$ cat src/hdl/dhte_pkg.sv
// Package for the double hash table engine: sizes, status codes, hash multiplier constant.
// No dependencies.
package dhte_pkg;
  localparam int LOG2_CAP = 8;
  localparam int CAP = 1 << LOG2_CAP;
  localparam int KEY_W = 32;
  localparam int HASH_W = 32;
  localparam int CNT_W = LOG2_CAP + 1;
  localparam int IDX_W = LOG2_CAP;
  localparam int FULL_LIMIT = CAP - (CAP >> 5);
  localparam logic [31:0] GOLDEN = 32'h9E3779B9;

  localparam logic [1:0] OP_SEARCH = 2'd0;
  localparam logic [1:0] OP_ADD = 2'd1;
  localparam logic [1:0] OP_REMOVE = 2'd2;

  localparam logic [2:0] ST_HIT = 3'd0;
  localparam logic [2:0] ST_MISS = 3'd1;
  localparam logic [2:0] ST_NEW = 3'd2;
  localparam logic [2:0] ST_FULL = 3'd3;
  localparam logic [2:0] ST_REMOVED = 3'd4;

  typedef struct packed {
    logic [2:0] status;
    logic [IDX_W-1:0] slot;
    logic [CNT_W-1:0] live;
  } result_t;
endpackage

$ cat src/hdl/dhte_hash.sv
// Key hash unit: registered golden-ratio multiply then combinational fixup.
// Depends on dhte_pkg.
module dhte_hash (
  input  logic clk,
  input  logic start,
  input  logic [dhte_pkg::KEY_W-1:0] key,
  output logic [dhte_pkg::HASH_W-1:0] hash
);
  import dhte_pkg::*;
  logic [31:0] prod_r;
  logic [31:0] fix;
  always_ff @(posedge clk) begin
    if (start) begin
      prod_r <= 32'(key >> 2) * GOLDEN;
    end
  end
  always_comb begin
    fix = (prod_r < 32'd2) ? prod_r - 32'd2 : prod_r;
    hash = {fix[31:1], 1'b0};
  end
endmodule
$ cat config.mk
export PLATFORM = sky130hd
export DESIGN_NAME = dhte_hash
export DESIGN_NICKNAME = d
export VERILOG_FILES = /design/src/hdl/dhte_pkg.sv /design/src/hdl/dhte_hash.sv
export SDC_FILE = /design/constraint.sdc
export NUM_CORES = 1
export LEC_CHECK = 0
export ABC_CLOCK_PERIOD_IN_PS = 7300
export BUFFER_PORTS_ARGS = -buffer_cell sky130_fd_sc_hd__buf_2
export CORE_MARGIN = 2
export CORE_UTILIZATION = 58
export DETAILED_ROUTE_END_ITERATION = 7
export PLACE_DENSITY = 0.82
export SKIP_CTS_REPAIR_TIMING = 1
export SLEW_MARGIN = 20
export SYNTH_ARGS = -nofsm -noshare
export SYNTH_HDL_FRONTEND = slang
export SYNTH_SLANG_ARGS = --single-unit
$ cat constraint.sdc
create_clock -name clk -period 7.3 [get_ports clk]
set_clock_uncertainty 0.15 [all_clocks]
set_input_delay 0.73 -clock clk [delete_from_list [all_inputs] [get_ports clk]]
set_output_delay 0.73 -clock clk [all_outputs]
set_load 0.02 [all_outputs]
======== Word-level counts from Yosys, hierarchy flattened ========
Index checks and enable logic that the tools add are counted.
cells by class
  $add $sub $neg .......................... 1
  multiply operators ...................... 1
  magnitude comparators ................... 1
  muxes and demuxes ....................... 1
operators with widths
  cell                                                                           number
  32-bit by 2-bit less-than comparator with 1-bit output, second input constant  1
  30-bit by 32-bit multiplier with 32-bit output, second input constant          1
  32-bit two-way mux                                                             1
  32-bit by 2-bit subtractor with 32-bit output, second input constant           1
storage, ports and cells
  register bits ........................... 32
  input port bits ......................... 34
  output and inout port bits .............. 32
  word-level logic and storage cells ...... 5

======== Longest topological paths before layout ========
Gate-level depths: netlist of run 1.
  depth in word-level cells ............... 2
  depth in mapped cells ................... 26
  mapped depth without buffers ............ 26

======== Worst setup path after synthesis of run 1 ========
No wires, ideal clock.
  kind .................................... input port to flip-flop
  from .................................... in key[11] in the netlist's numbering
  to ...................................... reg prod_r[30] (data pin)
  library setup time ...................... 284 ps
  data arrival time ....................... 6,567 ps
  required time ........................... 6,866 ps
  setup slack ............................. 299 ps
  cell stages on the path ................. 23
  path buffers ............................ 0
  path through ............................ inv_1 > fa_1 > inv_1 > fa_1 > inv_1 > fa_1 > fa_1 > inv_1 > fa_1 > inv_1 > fa_1 > fa_1 > inv_1 > fa_1 > ha_1 > a21o_1 > a21o_1 > a21o_1 > a21o_1 > a21o_1 > a41o_1 > nand4_1 > o311ai_2
between the ends
  cells in the longest elaborated chain, start to end .. 1
RTL lines
  item                                            RTL line         text
  start: declaration                              dhte_hash.sv:6   input logic [dhte_pkg::KEY_W-1:0] key,
  30-bit by 32-bit multiplier with 32-bit output  dhte_hash.sv:14  prod_r <= 32'(key >> 2) * GOLDEN;
  end signal: assignment                          dhte_hash.sv:14
  end: declaration                                dhte_hash.sv:10  logic [31:0] prod_r;
Every way passes these cells.
A chain may end at the register's enable or synchronous reset.

======== Final worst setup path of run 1 ========
Ends and elaborated chain as after synthesis.

==> reports/metrics.cfg, run 1 <==
[grt]
grt_pass1_wl_um = 35370
grt_pass1_vias = 7205
grt_max_degree = 32
overflow = 0
gr-usage-all-layers_pct = 26.01
antenna_found_initial = 0

[route]
drcViolationCount = 0
vias = 6324
totalWireLength_um = 21220
vias_per_cell = 5.112
wl_per_cell_um = 17.15
firstDrtPassIters = 4
antenna_left = 0
drtIter0Drc = 223

[sta]
fin_crit_sh_pct = 96.81
fmaxAchievable_mhz = 141.5
setup_viol = 0
rsz0062_at_grt = no
drv_slew = 0
finalHoldViolations = 0
slew_headroom_pct = 55.39
period_minus_slack_ns = 7.067
worst_slew_pin_slew_ns = 0.6655

[synth]
yosys_register_bits = 31
yosys.area.top_type = fa_1
synth_edf_count = 31
async_reset_ff_share_pct = 0
synth_cell_types = 40
syn_area_um2 = 9752
dominantRegCellSynth = edfxtp_1
yosysWarnings = 0
yosysTopAreaCellShare_pct = 42.08
synth_common_cells = 318 x inv_1, 205 x fa_1, 172 x ha_1, 46 x xnor2_1, 31 x edfxtp_1
syn_nets = 1342
syn_inst = 931
avgSynthCellArea_um2 = 10.47
synth_most_common_cell = inv_1
synthTopCellsByArea = fa_1 42%, ha_1 22%, inv_1 12%, edfxtp_1 9.5%, xnor2_1 4.1%
ys_seq_area_share_pct = 9.546

[floorplan]
core-area_um2 = 16520
die_area_um2 = 17870
fp-row-count = 47
ios = 66
start_util_pct = 59.01
fp.dieH_um = 133.7
die_w_um = 133.7

[clock_tree]
cts_made_buffers = 5
cts_buffer_depth = 2
cts-root-buf = clkbuf_16
clkSlewWorstSetupHoldPaths_ns = 0.04
htreeDepth = 2
cts_tree = done
clock-sinks = 31

[placed_design]
placed_cell_area_um2 = 10480
routabilityCongestion = 0.9616
place_hpwl_um = 19780
portBuffers = 62

[layout]
largest-register = prod_r
largest_register_ffs = 31
fill_cells = 1272
design_area_um2 = 10610
diodes = 0
multiInputGateArea_um2 = 7616
final_net_count = 1429
syn_to_final_growth_pct = 8.828
drive_above_1_share_pct = 10.42
reg_top3 = prod_r x31
register_area_um2 = 930.9

[worst_hold_path]
whs_endpoint = prod_r[1]$_DFFE_PP_
whs_path_depth = 1
hp-class = input port to flop
hp-start = key[3]

[outcome]
status = finished clean

[worst_setup_path]
critPathRequiredTime_ns = 7.13
worstPathMaxFanout = 4
crit_path_end_kind = flop
path_class = input port to flop
startpoint_type = input port
worstPathArrival_ns = 6.90

[job]
maxCapViolCount = 0

-- per-stage QoR --
| step | std cells | setup slack [ns] | setup TNS, ns | util [%] | hold slack [ns] |
|---|---|---|---|---|---|
| finish | 1237 | 0.2332 | 0 | 64.22 | 0.5736 |
| floorplan | 931 | 0.2985 | 0 | - | 0.6789 |
| CTS | 1237 | 0.2118 | 0 | 64.19 | 0.5708 |
| global placement | 1231 | 0.04193 | 0 | 63.41 | 0.8458 |
| detailed placement | 1231 | -0.06889 | -0.07670 | 63.41 | 0.8467 |
| global route | 1237 | 0.0009535 | 0 | 64.22 | 0.5836 |
-- area by class of cell --
| type | instances | area share, % |
|---|---|---|
| flip-flops and latches | 31 | 8.772 |
| multi-input cells | 579 | 71.76 |
| repair buffers | 83 | 4.409 |
| inverters | 318 | 11.25 |
| clock buffers | 6 | 1.214 |
| well taps | 220 | 2.594 |
-- how the worst max path moves through the flow --
stage	slack, ns	startpoint	to
after global routing	0.001	key[8]	prod_r[31]$_DFFE_PP_
after CTS	0.21	key[11]	prod_r[30]$_DFFE_PP_
after global placement	0.04	key[11]	prod_r[30]$_DFFE_PP_
final	0.23	key[11]	prod_r[30]$_DFFE_PP_
after floorplan	0.30	key[11]	prod_r[30]$_DFFE_PP_
after detailed placement	-0.07	key[11]	prod_r[30]$_DFFE_PP_
-- layer usage --
| metal | wire length (um) | GRT usage [%] |
|---|---|---|
| met1 | 8690 | 32.10 |
| met2 | 10790 | 47.88 |
| met3 | 988 | 1.941 |
| met4 | 746 | 9.693 |
| met5 | 0 | 0 |
-- worst max-delay path, stage by stage --
cell	delay (ns)
buf_2	0.09
inv_1	0.06
fa_1	0.56
inv_1	0.08
fa_1	0.51
fa_1	0.55
inv_1	0.05
fa_1	0.51
fa_1	0.58
inv_1	0.06
fa_1	0.46
fa_1	0.49
inv_1	0.06
fa_1	0.51
inv_1	0.04
ha_1	0.21
a21o_1	0.18
a21o_1	0.18
a21o_1	0.17
a21o_1	0.17
a21o_1	0.17
a41o_1	0.25
nand4_1	0.12
o311ai_2	0.10
-- cells by family after synthesis --
logic type	count (synthesis)	share of synthesized area (%)
buf+inv	321	12.41
compound gates	56	3.721
mux	1	0.1026
flops	31	9.546
xor+xnor	57	5.119
fa+ha+maj	377	64.15
simple gates	87	4.914
other cells	1	0.03845
-- layout by cell type, fill, tap and decap left out, types with 2 or more instances in the layout --
cell type    n
o21ai_1      8
buf_4       21
nor2_1      12
clkbuf_16    5
inv_1      318
xnor2_1     46
edfxtp_1    31
or2_2       16
o21a_1       2
o21ai_0      5
fa_1       205
a31oi_1      4
nor3_1       6
nand3_1      5
buf_2       62
nor4_1       7
or3_1        3
ha_1       172
nand4_1      2
and3_1       2
a21o_1      11
nor2b_1      3
or2_1       15
xor2_1      11
nand2b_1     3
nand2_1      9
a21oi_1     14
o22ai_1      2
a211oi_1     3
and2_1       2
Power of run 1 is left out: the tool's default activity adds up to more than one toggle a clock period on the data nets, which glitch-free logic cannot reach.
==> run 2: changes to the inputs <==
--- a/config.mk
+++ b/config.mk
@@ -5,12 +5,12 @@
 export SDC_FILE = /design/constraint.sdc
 export NUM_CORES = 1
 export LEC_CHECK = 0
-export ABC_CLOCK_PERIOD_IN_PS = 7300
+export ABC_CLOCK_PERIOD_IN_PS = 7940
 export BUFFER_PORTS_ARGS = -buffer_cell sky130_fd_sc_hd__buf_2
-export CORE_MARGIN = 2
-export CORE_UTILIZATION = 58
+export CORE_UTILIZATION = 64
 export DETAILED_ROUTE_END_ITERATION = 7
-export PLACE_DENSITY = 0.82
+export GPL_TIMING_DRIVEN = 0
+export PLACE_DENSITY = 0.86
 export SKIP_CTS_REPAIR_TIMING = 1
 export SLEW_MARGIN = 20
 export SYNTH_ARGS = -nofsm -noshare
==> constraint.sdc (replaced) <==
create_clock -name clk -period 7.94 [get_ports clk]
set_clock_uncertainty 0.15 [all_clocks]
set_input_delay 0.794 -clock clk [delete_from_list [all_inputs] [get_ports clk]]
set_output_delay 0.794 -clock clk [all_outputs]
set_load 0.02 [all_outputs]
==> reports/metrics.cfg, run 2 (same netlist as run 1, synthesis figures left out) <==
[outcome]
status = finished, violations left
violations = DRC

[worst_setup_path]
worstPathArrival_ns = 7.24
worstPathMaxFanout = 6
startpoint_type = input port
crit_path_end_kind = flop
critPathRequiredTime_ns = 7.79
path_class = input port to flop

[route]
totalWireLength_um = 21120
drtIter0Drc = 343
firstDrtPassIters = 6
vias_per_cell = 5.420
antenna_left = 0
vias = 6423
drcViolationCount = 10
wl_per_cell_um = 17.82

[placed_design]
place_hpwl_um = 19380
routabilityCongestion = 1.004
portBuffers = 62

[grt]
overflow = 0
grt_max_degree = 32
grt_pass1_vias = 6974
grt_pass1_wl_um = 34800
gr-usage-all-layers_pct = 29.23
antenna_found_initial = 0

[sta]
worst_slew_pin_slew_ns = 0.6286
rsz0062_at_grt = no
fmaxAchievable_mhz = 135.2
finalHoldViolations = 0
hold_ws_ns = 0.6398
period_minus_slack_ns = 7.396
fin_crit_sh_pct = 93.15
drv_slew = 0
slew_headroom_pct = 58.09
tns_ns = 0
setup_viol = 0

[clock_tree]
clkSlewWorstSetupHoldPaths_ns = 0.05
cts_buffer_depth = 2
clock-sinks = 31
cts-root-buf = clkbuf_16
cts_made_buffers = 5
htreeDepth = 2
cts_tree = done

[floorplan]
core-area_um2 = 14700
ios = 66
fp-row-count = 44
fp.dieH_um = 125.4
die_w_um = 125.4
die_area_um2 = 15740
start_util_pct = 66.34

[layout]
drive_above_1_share_pct = 8.791
mostFrequentLayoutCells = 318 x inv_1, 205 x fa_1, 172 x ha_1, 63 x buf_2, 46 x xnor2_1
reg_top3 = prod_r x31
syn_to_final_growth_pct = 7.480
final_net_count = 1411
fill_cells = 1015
finish.utilization_pct = 71.31
layout_commonest_cell = inv_1
largest-register = prod_r
diodes = 0
largest_register_ffs = 31

[worst_hold_path]
hp-class = input port to flop

[job]
maxCapViolCount = 0

==> run 2: changes by cell type in the layout (fill, tap and decap cells not counted) <==
cell / change
buf_2: +1
buf_4: -20
bufinv_16: +2
clkbuf_1: +1
nor3_1: +1
nor3_2: -1
==> run 2: per-stage QoR <==
step | setup slack [ns] | instance area, um2 | cells
3_3_place_gp | 0.3545 | 10290 | 1177
6_report | 0.5437 | 10480 | 1185
4_1_cts | 0.5447 | 10480 | 1185
2_1_floorplan | 0.8745 | 9752 | 931
3_5_place_dp | 0.2418 | 10290 | 1177
5_1_grt | 0.2915 | 10480 | 1185
==> run 2: layer usage <==
layer | track usage (%) | routed length [um]
met1 | 36.94 | 8723
met2 | 52.25 | 10730
met3 | 3.680 | 1201
met4 | 9.397 | 466
met5 | 0 | 0
==> run 2: layout make-up <==
cell class              count  area [um2]  share of cell area, %
plain buffers               3       16.27                 0.1552
clock buffers               6       128.9                  1.230
clock inverters             2       60.06                 0.5730
inverters                 318        1194                  11.39
multi-input cells         579        7611                  72.62
flip-flops and latches     31       930.9                  8.881
well taps                 184       230.2                  2.196
repair buffers             62       310.3                  2.960
==> run 2: final timing paths <==
path,startpoint,endpoint,slack [ns],depth (start not counted)
max,key[11],prod_r[30]$_DFFE_PP_,0.54,24
min,key[3],prod_r[1]$_DFFE_PP_,0.64,1
==> run 2: critical path, cell delays in order <==
cell,delay (ns)
buf_2,0.20
inv_1,0.09
fa_1,0.58
inv_1,0.11
fa_1,0.54
inv_1,0.07
fa_1,0.50
fa_1,0.51
inv_1,0.05
fa_1,0.54
inv_1,0.05
fa_1,0.45
fa_1,0.49
inv_1,0.05
fa_1,0.44
ha_1,0.37
a21o_1,0.24
a21o_1,0.18
a21o_1,0.17
a21o_1,0.17
a21o_1,0.17
a41o_1,0.25
nand4_1,0.12
o311ai_2,0.09
Power of run 2 is left out for the same reason.
==> run 3: changes to the inputs <==
--- a/config.mk
+++ b/config.mk
@@ -7,7 +7,9 @@
 export LEC_CHECK = 0
 export ABC_CLOCK_PERIOD_IN_PS = 7940
 export BUFFER_PORTS_ARGS = -buffer_cell sky130_fd_sc_hd__buf_2
-export CORE_UTILIZATION = 64
+export CELL_PAD_IN_SITES_DETAIL_PLACEMENT = 0
+export CELL_PAD_IN_SITES_GLOBAL_PLACEMENT = 1
+export CORE_UTILIZATION = 51
 export DETAILED_ROUTE_END_ITERATION = 7
 export GPL_TIMING_DRIVEN = 0
 export PLACE_DENSITY = 0.86
==> reports/metrics.cfg, run 3 (same netlist as run 1, synthesis figures left out) <==
[sta]
finalHoldViolations = 0
fin_crit_sh_pct = 92.45
tns_ns = 0
setup_viol = 0
fmaxAchievable_mhz = 136.2
period_minus_slack_ns = 7.341
worst_slew_pin_slew_ns = 0.6258
slew_headroom_pct = 58.28
rsz0062_at_grt = no
hold_ws_ns = 0.6436
drv_slew = 0

[clock_tree]
cts-root-buf = clkbuf_16
htreeDepth = 2
cts_made_buffers = 5
cts_tree = done
clkSlewWorstSetupHoldPaths_ns = 0.05
clock-sinks = 31
cts_buffer_depth = 2

[layout]
syn_to_final_growth_pct = 7.596
fill_cells = 1651
layout_commonest_cell = inv_1
final_net_count = 1411
reg_top3 = prod_r x31
design_area_um2 = 10490
diodes = 0
largest_register_ffs = 31
drive_above_1_share_pct = 8.691
mostFrequentLayoutCells = 318 x inv_1, 205 x fa_1, 172 x ha_1, 63 x buf_2, 46 x xnor2_1
largest-register = prod_r
finish.utilization_pct = 56.09

[grt]
grt_pass1_vias = 6579
antenna_found_initial = 0
overflow = 0
grt_max_degree = 32
grt_pass1_wl_um = 33470
gr-usage-all-layers_pct = 22.67

[floorplan]
ios = 66
die_area_um2 = 19680
start_util_pct = 52.13
fp-row-count = 50
fp.dieH_um = 140.3
die_w_um = 140.3
core-area_um2 = 18710

[job]
maxCapViolCount = 0

[route]
drtIter0Drc = 210
wl_per_cell_um = 16.43
vias = 6103
firstDrtPassIters = 4
totalWireLength_um = 20300
antenna_left = 0
vias_per_cell = 4.942
drcViolationCount = 0

[worst_setup_path]
worstPathMaxFanout = 6
crit_path_end_kind = flop
critPathRequiredTime_ns = 7.78
startpoint_type = input port
path_class = input port to flop
worstPathArrival_ns = 7.18

[placed_design]
place_hpwl_um = 19150
placed_cell_area_um2 = 10350
routabilityCongestion = 0.9644
portBuffers = 62

[outcome]
status = finished clean

[worst_hold_path]
hp-class = input port to flop

==> run 3: final timing paths <==
check / startpoint / cells past startpoint / end / slack [ns]
max: key[11] / 24 / prod_r[30]$_DFFE_PP_ / 0.60
min: key[3] / 1 / prod_r[1]$_DFFE_PP_ / 0.64
==> run 3: area by class of cell <==
type	count	area [um2]	area share, %
multi-input combinational	579	7611	72.54
sequential	31	930.9	8.872
clock buffer	7	132.6	1.264
timing repair buffer	62	310.3	2.957
tap	234	292.8	2.790
clock inverter	1	5.005	0.04770
inverter	318	1194	11.38
buffer	3	16.27	0.1550
==> run 3: stage by stage <==
stage | cells | worst slack (ns)
floorplan | 931 | 0.8745
global placement | 1227 | 0.3428
detailed placement | 1227 | 0.2961
CTS | 1235 | 0.5849
global route | 1235 | 0.2994
finish | 1235 | 0.5994
==> run 3: critical path: stages <==
cell,delay (ns)
buf_2,0.19
inv_1,0.09
fa_1,0.58
inv_1,0.09
fa_1,0.56
inv_1,0.08
fa_1,0.51
fa_1,0.51
inv_1,0.05
fa_1,0.52
inv_1,0.05
fa_1,0.45
fa_1,0.49
inv_1,0.05
fa_1,0.45
ha_1,0.36
a21o_1,0.24
a21o_1,0.18
a21o_1,0.17
a21o_1,0.17
a21o_1,0.17
a41o_1,0.25
nand4_1,0.11
o311ai_2,0.10
==> run 3: layer usage <==
| layer | wire length, um | global-route usage (%) | up-vias | share of wire [%] |
|---|---|---|---|---|
| met5 | 0 | 0 | - | 0 |
| met4 | 544 | 7.345 | 0 | 2.7 |
| met3 | 651 | 1.368 | 29 | 3.2 |
| met2 | 10010 | 40.24 | 132 | 49 |
| met1 | 9086 | 29.73 | 3008 | 45 |
| li1 | - | - | 2934 | - |
Power of run 3 is left out for the same reason.
